[src/hw/rtl/hkf_pkg.sv]
package hkf_pkg;

	localparam int FRAC_BITS = 16;
	localparam int WORD_BITS = 32;
	localparam int CFG_BITS  = 31;
	localparam int ANG_BITS  = 26;
	localparam int HEAD_BITS = 25;
	localparam int ACC_BITS  = 34;
	localparam int DIV_BITS  = WORD_BITS + FRAC_BITS;

	typedef logic signed [WORD_BITS-1:0] word_t;
	typedef logic [CFG_BITS-1:0] cfg_t;
	typedef logic signed [ANG_BITS-1:0] angle_t;
	typedef logic signed [HEAD_BITS-1:0] head_t;
	typedef logic signed [ACC_BITS-1:0] acc_t;
	typedef logic [1:0] mode_t;
	typedef logic [2:0] cfg_idx_t;

	localparam word_t WORD_MAX = {1'b0, {(WORD_BITS-1){1'b1}}};
	localparam word_t WORD_MIN = {1'b1, {(WORD_BITS-1){1'b0}}};

	localparam acc_t HALF_TURN = acc_t'(180 * (2 ** FRAC_BITS));
	localparam acc_t FULL_TURN = acc_t'(360 * (2 ** FRAC_BITS));

	localparam mode_t MODE_INIT    = 2'd0;
	localparam mode_t MODE_PREDICT = 2'd1;
	localparam mode_t MODE_COMPASS = 2'd2;
	localparam mode_t MODE_GPS     = 2'd3;

	localparam cfg_idx_t REG_HEAD_NOISE = 3'd0;
	localparam cfg_idx_t REG_RATE_NOISE = 3'd1;
	localparam cfg_idx_t REG_INIT_HVAR  = 3'd2;
	localparam cfg_idx_t REG_INIT_RVAR  = 3'd3;
	localparam cfg_idx_t REG_MIN_SPEED  = 3'd4;

	function automatic word_t sat_add(word_t a, word_t b);
		logic signed [WORD_BITS:0] s;
		s = {a[WORD_BITS-1], a} + {b[WORD_BITS-1], b};
		if (s[WORD_BITS] != s[WORD_BITS-1])
			return s[WORD_BITS] ? WORD_MIN : WORD_MAX;
		return word_t'(s[WORD_BITS-1:0]);
	endfunction

	// The negated operand saturates first, as a separate step.
	function automatic word_t sat_sub(word_t a, word_t m);
		word_t n;
		n = (m == WORD_MIN) ? WORD_MAX : word_t'(-m);
		return sat_add(a, n);
	endfunction

endpackage

[src/hw/rtl/hkf_div.sv]
module hkf_div import hkf_pkg::*; (
	input  logic  clk,
	input  logic  arst_n,
	input  logic  start,
	input  word_t num,
	input  word_t den,
	output logic  done,
	output word_t q
);
	localparam int CNT_BITS = $clog2(DIV_BITS + 1);
	localparam logic [DIV_BITS-1:0] LIM = DIV_BITS'(1) << (WORD_BITS - 1);

	logic [DIV_BITS-1:0]  dq_q;
	logic [WORD_BITS-1:0] rem_q;
	logic [WORD_BITS-1:0] den_q;
	logic [WORD_BITS-1:0] un;
	logic [WORD_BITS:0]   rem_sh, diff;
	logic                 ge;
	logic                 neg_q, busy_q, fin_q, done_q;
	logic [CNT_BITS-1:0]  cnt_q;
	word_t                q_q, res;

	assign un     = num[WORD_BITS-1] ? WORD_BITS'(-num) : WORD_BITS'(num);
	assign rem_sh = {rem_q, dq_q[DIV_BITS-1]};
	assign diff   = rem_sh - {1'b0, den_q};
	assign ge     = rem_sh >= {1'b0, den_q};

	always_comb begin
		if (neg_q)
			res = (dq_q > LIM) ? WORD_MIN : word_t'(-dq_q[WORD_BITS-1:0]);
		else
			res = (dq_q >= LIM) ? WORD_MAX : word_t'(dq_q[WORD_BITS-1:0]);
	end

	// One quotient bit per cycle; the quotient shifts in behind the dividend.
	always_ff @(posedge clk) begin
		if (start) begin
			dq_q  <= {un, {FRAC_BITS{1'b0}}};
			rem_q <= '0;
			den_q <= WORD_BITS'(den);
			neg_q <= num[WORD_BITS-1];
		end else if (busy_q) begin
			dq_q  <= {dq_q[DIV_BITS-2:0], ge};
			rem_q <= ge ? diff[WORD_BITS-1:0] : rem_sh[WORD_BITS-1:0];
		end
		if (fin_q)
			q_q <= res;
	end

	always_ff @(posedge clk or negedge arst_n) begin
		if (!arst_n) begin
			busy_q <= 1'b0;
			fin_q  <= 1'b0;
			done_q <= 1'b0;
			cnt_q  <= '0;
		end else begin
			done_q <= fin_q;
			fin_q  <= 1'b0;
			if (start) begin
				busy_q <= 1'b1;
				cnt_q  <= CNT_BITS'(DIV_BITS - 1);
			end else if (busy_q) begin
				cnt_q <= cnt_q - 1'b1;
				if (cnt_q == '0) begin
					busy_q <= 1'b0;
					fin_q  <= 1'b1;
				end
			end
		end
	end

	assign done = done_q;
	assign q    = q_q;
endmodule

[config.mk]
export PLATFORM = sky130hd
export DESIGN_NAME = hkf_div
export DESIGN_NICKNAME = d
export VERILOG_FILES = /design/src/hw/rtl/hkf_pkg.sv /design/src/hw/rtl/hkf_div.sv
export SDC_FILE = /design/constraint.sdc
export NUM_CORES = 1
export LEC_CHECK = 0
export BUFFER_PORTS_ARGS = -buffer_cell sky130_fd_sc_hd__buf_2
export CAP_MARGIN = 20
export CORE_ASPECT_RATIO = 0.75
export CORE_MARGIN = 2
export CORE_UTILIZATION = 30
export CTS_CLUSTER_DIAMETER = 100
export CTS_CLUSTER_SIZE = 28
export DETAILED_ROUTE_END_ITERATION = 8
export RECOVER_POWER = 50
export SLEW_MARGIN = 10
export SYNTH_ARGS = -nofsm -noshare
export SYNTH_HDL_FRONTEND = slang
export SYNTH_SLANG_ARGS = --single-unit
[constraint.sdc]
create_clock -name clk -period 3.87 [get_ports clk]
set_input_delay 0.1935 -clock clk [delete_from_list [all_inputs] [get_ports clk]]
set_output_delay 0.1935 -clock clk [all_outputs]
set_load 0.02 [all_outputs]
==> run_results.csv <==
group,metric,value,unit
finish,syn_to_final_growth,20.1,%
cts,htree_levels,4,
timing,fmax,290,MHz
route,wl_per_cell,14.7,um
timing,maxSlewHeadroom,-25.6,%
placed_design,port_buffers,99,
cts,cts_buffers,17,
timing,drv_slew,98,
cts,clk_pin_slew,0.07,ns
status,status,"complete, but fails checks",
timing,setup_tns,0,ns
timing,hold_viol_final,0,
status,violations,"capacitance limit, slew limit",
power_and_ir_drop,power.density,551,mW/mm^2
finish,finalInstanceArea,0.0107,mm^2
power_and_ir_drop,ir_drop,0.308,mV
placed_design,postPlaceCellArea,0.00983,mm^2
route,ant_nets,0,
worst_hold_path,min_path_type,"in -> reg",
placed_design,dp_cells,1418,
cts,cts.sink_count,154,
critical_path,end_kind,"flip-flop",
logic_synthesis,yosysMostFrequentCell,"nand2_1",
timing,period_share,89.2,%
placed_design,hpwl,15.3,mm
logic_synthesis,synth.ff_latch_count,154,
floorplanning,die_y,153,um
cts,post-cts-setup-buffers,0,
logic_synthesis,synth_seq_area_share,45.9,%
floorplanning,io_pins,100,
global_route,antenna_found_initial,1,
logic_synthesis,syn_area,0.00893,mm^2
power_and_ir_drop,p_total,5.91,mW
critical_path,crit_required,4.11,ns
critical_path,worstPathArrival,3.69,ns
global_route,grt_pass1_wl,36.1,mm
global_route,grt_overflow_total,0,
cts,clockBufferDepth,2,
timing,fin_skew,0.0133,ns
logic_synthesis,syn_nets,1070,
floorplanning,core,0.0292,mm^2
timing,setup_violations,0,
route,firstDrtPassIters,5,
logic_synthesis,synth_common_cells,"nand2_1, edfxtp_1, nor2_1",
power_and_ir_drop,p_leak,4.29,nW
cts,cts_resized,0,
route,routed_wl,21.8,mm
logic_synthesis,ys.flop_type,"edfxtp_1",
route,vias,7404,
floorplanning,fp.dieArea,0.0312,mm^2
cts,clk_latency,0.43,ns
placed_design,gp_congestion,0.803,
finish,drive_above_1_share,12.5,%
global_route,grt_usage,14.3,%
logic_synthesis,synth.distinct_cells,62,
finish,ff_latch_area,0.00410,mm^2
logic_synthesis,synth-edff-count,97,
timing,worst_pin_slew,1.88,ns
finish,post-route-util,36.8,%
placed_design,place_ws,0.447,ns
route,viasPerCell,4.98,
logic_synthesis,syn_inst,966,
logic_synthesis,synth.largest_area_cell,"edfxtp_1",
timing,final.min_clock_period,3.45,ns
critical_path,critical_path.max_fanout,18,
floorplanning,rows,54,
critical_path,critPathLaunchType,"flip-flop",
logic_synthesis,ys_warn_count,0,
logic_synthesis,yosysTopAreaCellShare,32.6,%
global_route,grt_max_degree,70,
timing,whs,0.114,ns
timing,fin_ws,0.417,ns
cts,clock-root-buffer,"clkbuf_16",
cts,cts_tree,"yes",
route,drtIter0Drc,537,
logic_synthesis,synth_area_leaders,"edfxtp_1, dfxtp_1, nand2_1",
global_route,grt_pass1_vias,6932,
finish,multi_input_area,0.00442,mm^2
critical_path,path_class,"reg -> reg",
timing,rsz0062_at_grt,"no",
floorplanning,initial_core_util,30.6,%
finish,layout.cells.non_filler,1486,
route,drc,0,
run,maxCapViolations,2,
finish,finish.net_count,1183,
floorplanning,fp.dieW,203,um
finish,num-fill-cells,2976,
logic_synthesis,async_reset_ff_share,5.84,%
logic_synthesis,postSynthAreaPerCell,9.25,um^2
## logic make-up after synthesis
kind of cell | share of synthesized area, %
DFF | 45.9
AOI/OAI and AO/OA | 18.3
xor gates and xnor gates | 6.27
and+or+nand+nor | 17.5
adders and majority gates | 5.27
buffers and inverters | 4.76
muxes | 2.02
## where the power goes
group	switching [mW]	total, mW	internal [mW]	leakage (nW)
Clock	0.725	1.69	0.961	0.284
Sequential	0.197	2.18	1.98	1.45
Combinational	1.18	2.04	0.867	2.55
## registers in the layout (all words and copies together), names as in the netlist
| signal | count |
|---|---|
| busy_q | 1 |
| cnt_q | 6 |
| den_q | 32 |
| done | 1 |
| dq_q | 48 |
| fin_q | 1 |
| neg_q | 1 |
| q | 32 |
| rem_q | 32 |
## final timing paths
path                          start        to  slack (ns)  cells past startpoint
setup / recovery            dq_q[0]     q[16]        0.42                     13
hold / removal               num[0]  dq_q[16]        0.11                      3
setup reg to reg            dq_q[0]     q[16]        0.42                     13
hold reg to reg            rem_q[4]  rem_q[5]        0.49                      2
max in group asynchronous    arst_n  cnt_q[4]        3.26                      2
min in group asynchronous    arst_n      done        0.27                      2
## critical path, stage by stage, from the launching register on
cell,delay (ns)
dfxtp_1,0.34
inv_1,0.09
ha_1,0.18
or3b_2,0.51
nor2_1,0.16
nand4_1,0.14
nor3_2,0.20
nand2_1,0.16
or4_1,0.41
a21o_1,0.21
inv_2,0.07
nand2_1,0.16
buf_4,0.33
o311ai_1,0.31
## per-layer routing
| layer | GRT usage (%) | vias to the layer above | share of wire [%] |
|---|---|---|---|
| li1 | - | 3740 | - |
| met1 | 22.1 | 3477 | 54 |
| met2 | 19.8 | 171 | 40 |
| met3 | 3.16 | 16 | 5.2 |
| met4 | 3.65 | 0 | 1.0 |
| met5 | 0 | - | 0 |
## repair_timing
| action | 4_1_cts | 5_1_grt |
|---|---|---|
| setup endpoints to repair | 0 | 0 |
| hold buffers | 33 | 0 |
| endpoints found under the hold margin | 41 | 0 |
## layout by cell type (no fill, tap or decap), types with 36 or more instances in the layout
master	instances
xor2_1	42
nor2_1	83
ha_1	36
inv_1	59
o21ai_0	59
dfxtp_1	48
buf_2	67
nand2_1	151
a21oi_1	37
edfxtp_1	97
## cell type report
cell class / instances / share of cell area (%)
Clock inverter: 15 / 1.52
Sequential cell: 154 / 38.2
Inverter: 61 / 2.13
Timing Repair Buffer: 145 / 8.39
Clock buffer: 17 / 3.96
Multi-Input combinational cell: 700 / 41.2
Antenna cell: 2 / 0.0466
Tap cell: 392 / 4.57
Power figures use the tool's default switching activity.
