[src/hw/rtl/hkf_pkg.sv]
package hkf_pkg;

	localparam int FRAC_BITS = 16;
	localparam int WORD_BITS = 32;
	localparam int CFG_BITS  = 31;
	localparam int ANG_BITS  = 26;
	localparam int HEAD_BITS = 25;
	localparam int ACC_BITS  = 34;
	localparam int DIV_BITS  = WORD_BITS + FRAC_BITS;

	typedef logic signed [WORD_BITS-1:0] word_t;
	typedef logic [CFG_BITS-1:0] cfg_t;
	typedef logic signed [ANG_BITS-1:0] angle_t;
	typedef logic signed [HEAD_BITS-1:0] head_t;
	typedef logic signed [ACC_BITS-1:0] acc_t;
	typedef logic [1:0] mode_t;
	typedef logic [2:0] cfg_idx_t;

	localparam word_t WORD_MAX = {1'b0, {(WORD_BITS-1){1'b1}}};
	localparam word_t WORD_MIN = {1'b1, {(WORD_BITS-1){1'b0}}};

	localparam acc_t HALF_TURN = acc_t'(180 * (2 ** FRAC_BITS));
	localparam acc_t FULL_TURN = acc_t'(360 * (2 ** FRAC_BITS));

	localparam mode_t MODE_INIT    = 2'd0;
	localparam mode_t MODE_PREDICT = 2'd1;
	localparam mode_t MODE_COMPASS = 2'd2;
	localparam mode_t MODE_GPS     = 2'd3;

	localparam cfg_idx_t REG_HEAD_NOISE = 3'd0;
	localparam cfg_idx_t REG_RATE_NOISE = 3'd1;
	localparam cfg_idx_t REG_INIT_HVAR  = 3'd2;
	localparam cfg_idx_t REG_INIT_RVAR  = 3'd3;
	localparam cfg_idx_t REG_MIN_SPEED  = 3'd4;

	function automatic word_t sat_add(word_t a, word_t b);
		logic signed [WORD_BITS:0] s;
		s = {a[WORD_BITS-1], a} + {b[WORD_BITS-1], b};
		if (s[WORD_BITS] != s[WORD_BITS-1])
			return s[WORD_BITS] ? WORD_MIN : WORD_MAX;
		return word_t'(s[WORD_BITS-1:0]);
	endfunction

	// The negated operand saturates first, as a separate step.
	function automatic word_t sat_sub(word_t a, word_t m);
		word_t n;
		n = (m == WORD_MIN) ? WORD_MAX : word_t'(-m);
		return sat_add(a, n);
	endfunction

endpackage

[src/hw/rtl/hkf_mul.sv]
module hkf_mul import hkf_pkg::*; (
	input  logic  clk,
	input  logic  arst_n,
	input  logic  start,
	input  word_t a,
	input  word_t b,
	output logic  done,
	output word_t p
);
	localparam int MW = 2 * WORD_BITS + 1 - FRAC_BITS;
	localparam logic [MW-1:0] LIM = MW'(1) << (WORD_BITS - 1);

	logic [WORD_BITS-1:0]   ua, ub;
	logic [2*WORD_BITS-1:0] prod_s1;
	logic                   neg_s1, v_s1;
	logic [2*WORD_BITS:0]   rnd;
	logic [MW-1:0]          m;
	word_t                  res;
	word_t                  p_q;
	logic                   done_q;

	assign ua = a[WORD_BITS-1] ? WORD_BITS'(-a) : WORD_BITS'(a);
	assign ub = b[WORD_BITS-1] ? WORD_BITS'(-b) : WORD_BITS'(b);

	// Round half away from zero on the magnitude, then saturate.
	always_comb begin
		rnd = {1'b0, prod_s1} + ((2*WORD_BITS+1)'(1) << (FRAC_BITS - 1));
		m   = MW'(rnd >> FRAC_BITS);
		if (neg_s1)
			res = (m > LIM) ? WORD_MIN : word_t'(-m[WORD_BITS-1:0]);
		else
			res = (m >= LIM) ? WORD_MAX : word_t'(m[WORD_BITS-1:0]);
	end

	always_ff @(posedge clk) begin
		prod_s1 <= ua * ub;
		neg_s1  <= a[WORD_BITS-1] ^ b[WORD_BITS-1];
		p_q     <= res;
	end

	always_ff @(posedge clk or negedge arst_n) begin
		if (!arst_n) begin
			v_s1   <= 1'b0;
			done_q <= 1'b0;
		end else begin
			v_s1   <= start;
			done_q <= v_s1;
		end
	end

	assign done = done_q;
	assign p    = p_q;
endmodule

[config.mk]
export PLATFORM = sky130hd
export DESIGN_NAME = hkf_mul
export DESIGN_NICKNAME = d
export VERILOG_FILES = /design/src/hw/rtl/hkf_pkg.sv /design/src/hw/rtl/hkf_mul.sv
export SDC_FILE = /design/constraint.sdc
export NUM_CORES = 2
export LEC_CHECK = 0
export ABC_AREA = 1
export BUFFER_PORTS_ARGS = -buffer_cell sky130_fd_sc_hd__buf_2
export CAP_MARGIN = 10
export CELL_PAD_IN_SITES_DETAIL_PLACEMENT = 0
export CELL_PAD_IN_SITES_GLOBAL_PLACEMENT = 1
export CORE_MARGIN = 1
export CORE_UTILIZATION = 43
export DETAILED_ROUTE_END_ITERATION = 8
export GPL_TIMING_DRIVEN = 0
export PLACE_DENSITY_LB_ADDON = 0.15
export SETUP_SLACK_MARGIN = 0.2
export SYNTH_ARGS = -nofsm -noshare
export SYNTH_HDL_FRONTEND = slang
export SYNTH_SLANG_ARGS = --single-unit
[constraint.sdc]
create_clock -name clk -period 6.39 [get_ports clk]
set_input_delay 0.3195 -clock clk [delete_from_list [all_inputs] [get_ports clk]]
set_output_delay 0.3195 -clock clk [all_outputs]
set_load 0.03 [all_outputs]
==> summary.txt <==
Outcome
  – Status: finished with violations
  – Violated checks: negative setup slack

Logic synthesis
  – Commonest register cell after synthesis: sky130_fd_sc_hd__dfxtp_1
  – Most area-hungry cell type in the Yosys netlist: sky130_fd_sc_hd__fa_1
  – Cell variety after synth: 54
  – Per-instance average area after synthesis: 7.45 sq um
  – Cell with the most instances after synthesis: sky130_fd_sc_hd__inv_1
  – Synthesized netlist net count: 6,641
  – Register area share after synthesis: 4.19%
  – Fraction of registers with async set or reset after synthesis: 2.38%
  – FF+latch count, synth: 84
  – Gate Count Post-Synth: 5,415
  – Count of flip-flops with a built-in enable after synthesis: 0
  – Area share of the largest cell type after synthesis: 44.4%
  – Post-Synthesis Cell Area: 0.0403 sq mm
  – Commonest cells post-synth: 1,281 x sky130_fd_sc_hd__inv_1, 1,182 x sky130_fd_sc_hd__nand2_1, 895 x sky130_fd_sc_hd__fa_1, 813 x sky130_fd_sc_hd__nor2_1, 264 x sky130_fd_sc_hd__ha_1
  – Main area contributors after synthesis: sky130_fd_sc_hd__fa_1 44%, sky130_fd_sc_hd__inv_1 12%, sky130_fd_sc_hd__nand2_1 11%
  – Count of yosys warnings during synthesis: 0

Worst setup path
  – Worst Path Buf+Inv: 9
  – Cell with the largest stage delay on the worst path: sky130_fd_sc_hd__fa_2
  – Worst Setup Start Kind: input pin
  – Data required, critical path: 6.65 ns
  – Sort of element at the end of the critical path: flip-flop
  – Biggest fanout along the worst timing path: 5
  – Biggest cell delay along the critical path: 0.60 ns
  – Start-to-end type of the worst setup path: input pin to flip-flop
  – Top cell family by delay on the critical path: adder cells
  – Worst endpoint data arrival time: ~8 ns

Timing
  – Setup skew after layout: 0.00859 ns
  – Final worst path period share: 123%
  – Achievable Freq: 128 MHz
  – Final Hold Vio Count: 0
  – Worst max-slew margin expressed relative to the limit: 28.1%
  – Setup slack of the critical path after layout: -1.45 ns
  – Least-Margin Pin Slew: 1.08 ns
  – Final number of max-transition violations: 0
  – Unrepaired setup endpoints after global routing: true
  – Final setup fails: 49
  – Min cycle time layout: between 7 and 8 ns

Routing
  – Total Routed Length: 171,000 um
  – Detail Route met3 WL: ~16,000 um
  – Total via count in the routed design: approximately 38k
  – Drt initial violations: 3,388
  – Number of search-and-repair iterations in the first detailed-routing pass: 6
  – Via count normalized by instance count: 5.37
  – Post-detailed-route count of antenna-violating nets: 0
  – WL met1: 69,000 um
  – Routed length per placed instance: around 24 um
  – DRC errors left: 0
  – Highest metal used: met5
  – Routed length on met2: between 70,000 and 80,000 um

Job
  – Max-capacitance violation count: 0

GRT
  – Maximum number of pins on one net before global-route repair: 16
  – Number of global-route vias before repair: 39.1k
  – Aggregate global-route resource usage: 36.5%
  – Global-route wire length before repair: 250,000 um
  – Antenna violations before repair: 6
  – Global-route congestion overflow total: 0

Min path
  – Worst min-delay path category: input pin to flip-flop

Finish
  – Final cell area excluding filler cells: 0.0515 sq mm
  – Final layout net count: 7,087
  – Ratio of cells with drive above 1 in the final layout: 24.4%
  – Area overhead of the layout relative to synthesis: 27.6%

Floorplan
  – # rows: 111
  – Die height: 308 um
  – Area enclosed by the die boundary: ~0.095 sq mm
  – Starting utilization of the core area: between 40% and 50%
  – Die Width: 308 um
  – I/O pin count: 100
  – Core box area: 0.0924 sq mm

Clock tree
  – TritonCTS buffer count: 9
  – Library cell used as clock root buffer: sky130_fd_sc_hd__clkbuf_16
  – CTS tree: done
  – Number of buffers on the longest clock path: 2
  – CTS sink cnt: 84
  – Number of H-tree levels: 3
  – Reg clk slew, reported paths: 0.07 ns
  – Clk_lat worst skew: 0.37 ns

Placed design
  – # port buffers: 98
  – Final weighted congestion in routability-driven placement: 1.00
  – Placed cell areas: 0.0434 sq mm
  – Post-DP HPWL: 139,000 um
worst reg2reg max path: cells and delay by family (launching register included):
kind / cells / cell delay, ns
DFF: 1 / 0.49
buffers and inverters: 3 / 0.43
and+or+nand+nor: 13 / 2.21
adders and majority gates: 1 / 0.40
metal layers:
layer | vias to the layer above | track usage (%)
li1 | 16700 | -
met1 | 19300 | 47.7
met2 | 1768 | 57.0
met3 | 485 | 8.15
met4 | 8 | 18.2
met5 | - | 0
cells in the final DEF, fill, tap and decap left out, types with 19 or more instances in the layout:
master / instances
sky130_fd_sc_hd__a21oi_2: 37
sky130_fd_sc_hd__buf_12: 45
sky130_fd_sc_hd__nor2_4: 66
sky130_fd_sc_hd__inv_1: 1130
sky130_fd_sc_hd__ha_4: 45
sky130_fd_sc_hd__buf_4: 258
sky130_fd_sc_hd__clkbuf_8: 25
sky130_fd_sc_hd__ha_1: 215
sky130_fd_sc_hd__a21oi_1: 33
sky130_fd_sc_hd__clkbuf_4: 39
sky130_fd_sc_hd__buf_6: 59
sky130_fd_sc_hd__nand2_1: 1056
sky130_fd_sc_hd__dfxtp_1: 82
sky130_fd_sc_hd__nand2_2: 73
sky130_fd_sc_hd__xor2_1: 50
sky130_fd_sc_hd__o21ai_0: 45
sky130_fd_sc_hd__buf_2: 104
sky130_fd_sc_hd__nor2_2: 81
sky130_fd_sc_hd__buf_8: 19
sky130_fd_sc_hd__nand2_4: 55
sky130_fd_sc_hd__nand3_1: 124
sky130_fd_sc_hd__nor3_1: 26
sky130_fd_sc_hd__a21oi_4: 30
sky130_fd_sc_hd__o21ai_4: 19
sky130_fd_sc_hd__fa_2: 76
sky130_fd_sc_hd__nor2_1: 699
sky130_fd_sc_hd__fa_1: 819
sky130_fd_sc_hd__clkbuf_16: 38
sky130_fd_sc_hd__nand4_1: 46
sky130_fd_sc_hd__inv_2: 127
metrics by stage:
step | setup WS (ns) | std cells | hold WS, ns | utilization, % | TNS [ns]
6_report | -1.45 | 7113 | 0.0576 | 55.8 | -59.76
2_1_floorplan | -1.11 | 5415 | 0.0239 | - | -38.07
3_3_place_gp | -4.01 | 6756 | 0.104 | 46.8 | -180.56
4_1_cts | -1.41 | 6974 | 0.0475 | 52.6 | -55.26
5_1_grt | -1.67 | 7109 | 0.0461 | 55.8 | -69.64
3_5_place_dp | -3.55 | 6762 | 0.106 | 46.9 | -155.28
flip-flops by register name, summed over array words and instances, names as in the netlist:
signal   flops
neg_s1       1
prod_s1     49
v_s1         1
p           32
done         1
cells by family after synthesis:
group                      share of synthesized area [%]
adders and majority gates                           52.6
xor gates and xnor gates                            1.89
and+or+nand+nor                                     23.9
DFF                                                 4.19
AOI/OAI and AO/OA                                   3.51
buffers and inverters                               14.0
repair_timing:
item	CTS	global route
buffers inserted	193	130
pin swaps	206	284
resized for setup	847	496
cloned	2	5
endpoints found under the setup margin	49	49
hold buffers	1	0
endpoints found under the hold margin	2	0
area by class of cell:
type,instances,area (sq um)
clock inverter,6,91.3
sequential,84,1690
timing repair buffer,434,3730
buffer,173,2160
fill,8783,40900
timing repair inverter,1,5.00
multi-input combinational,3847,36800
tap,1243,1560
clock buffer,10,239
antenna,4,10.0
inverter,1311,5180
final timing paths:
check                       startpoint          end  slack, ns  cells after the start
max                               a[0]  prod_s1[58]      -1.45                     37
max reg2reg                prod_s1[15]        p[14]       2.71                     17
min                              start         v_s1       0.06                      1
min in group asynchronous       arst_n         done       0.26                      2
max in group asynchronous       arst_n         v_s1       6.03                      2
min reg2reg                       v_s1         done       0.36                      0
Power is not shown: default switching activity piles up to over one toggle a cycle in this logic, so the estimate is an artifact.
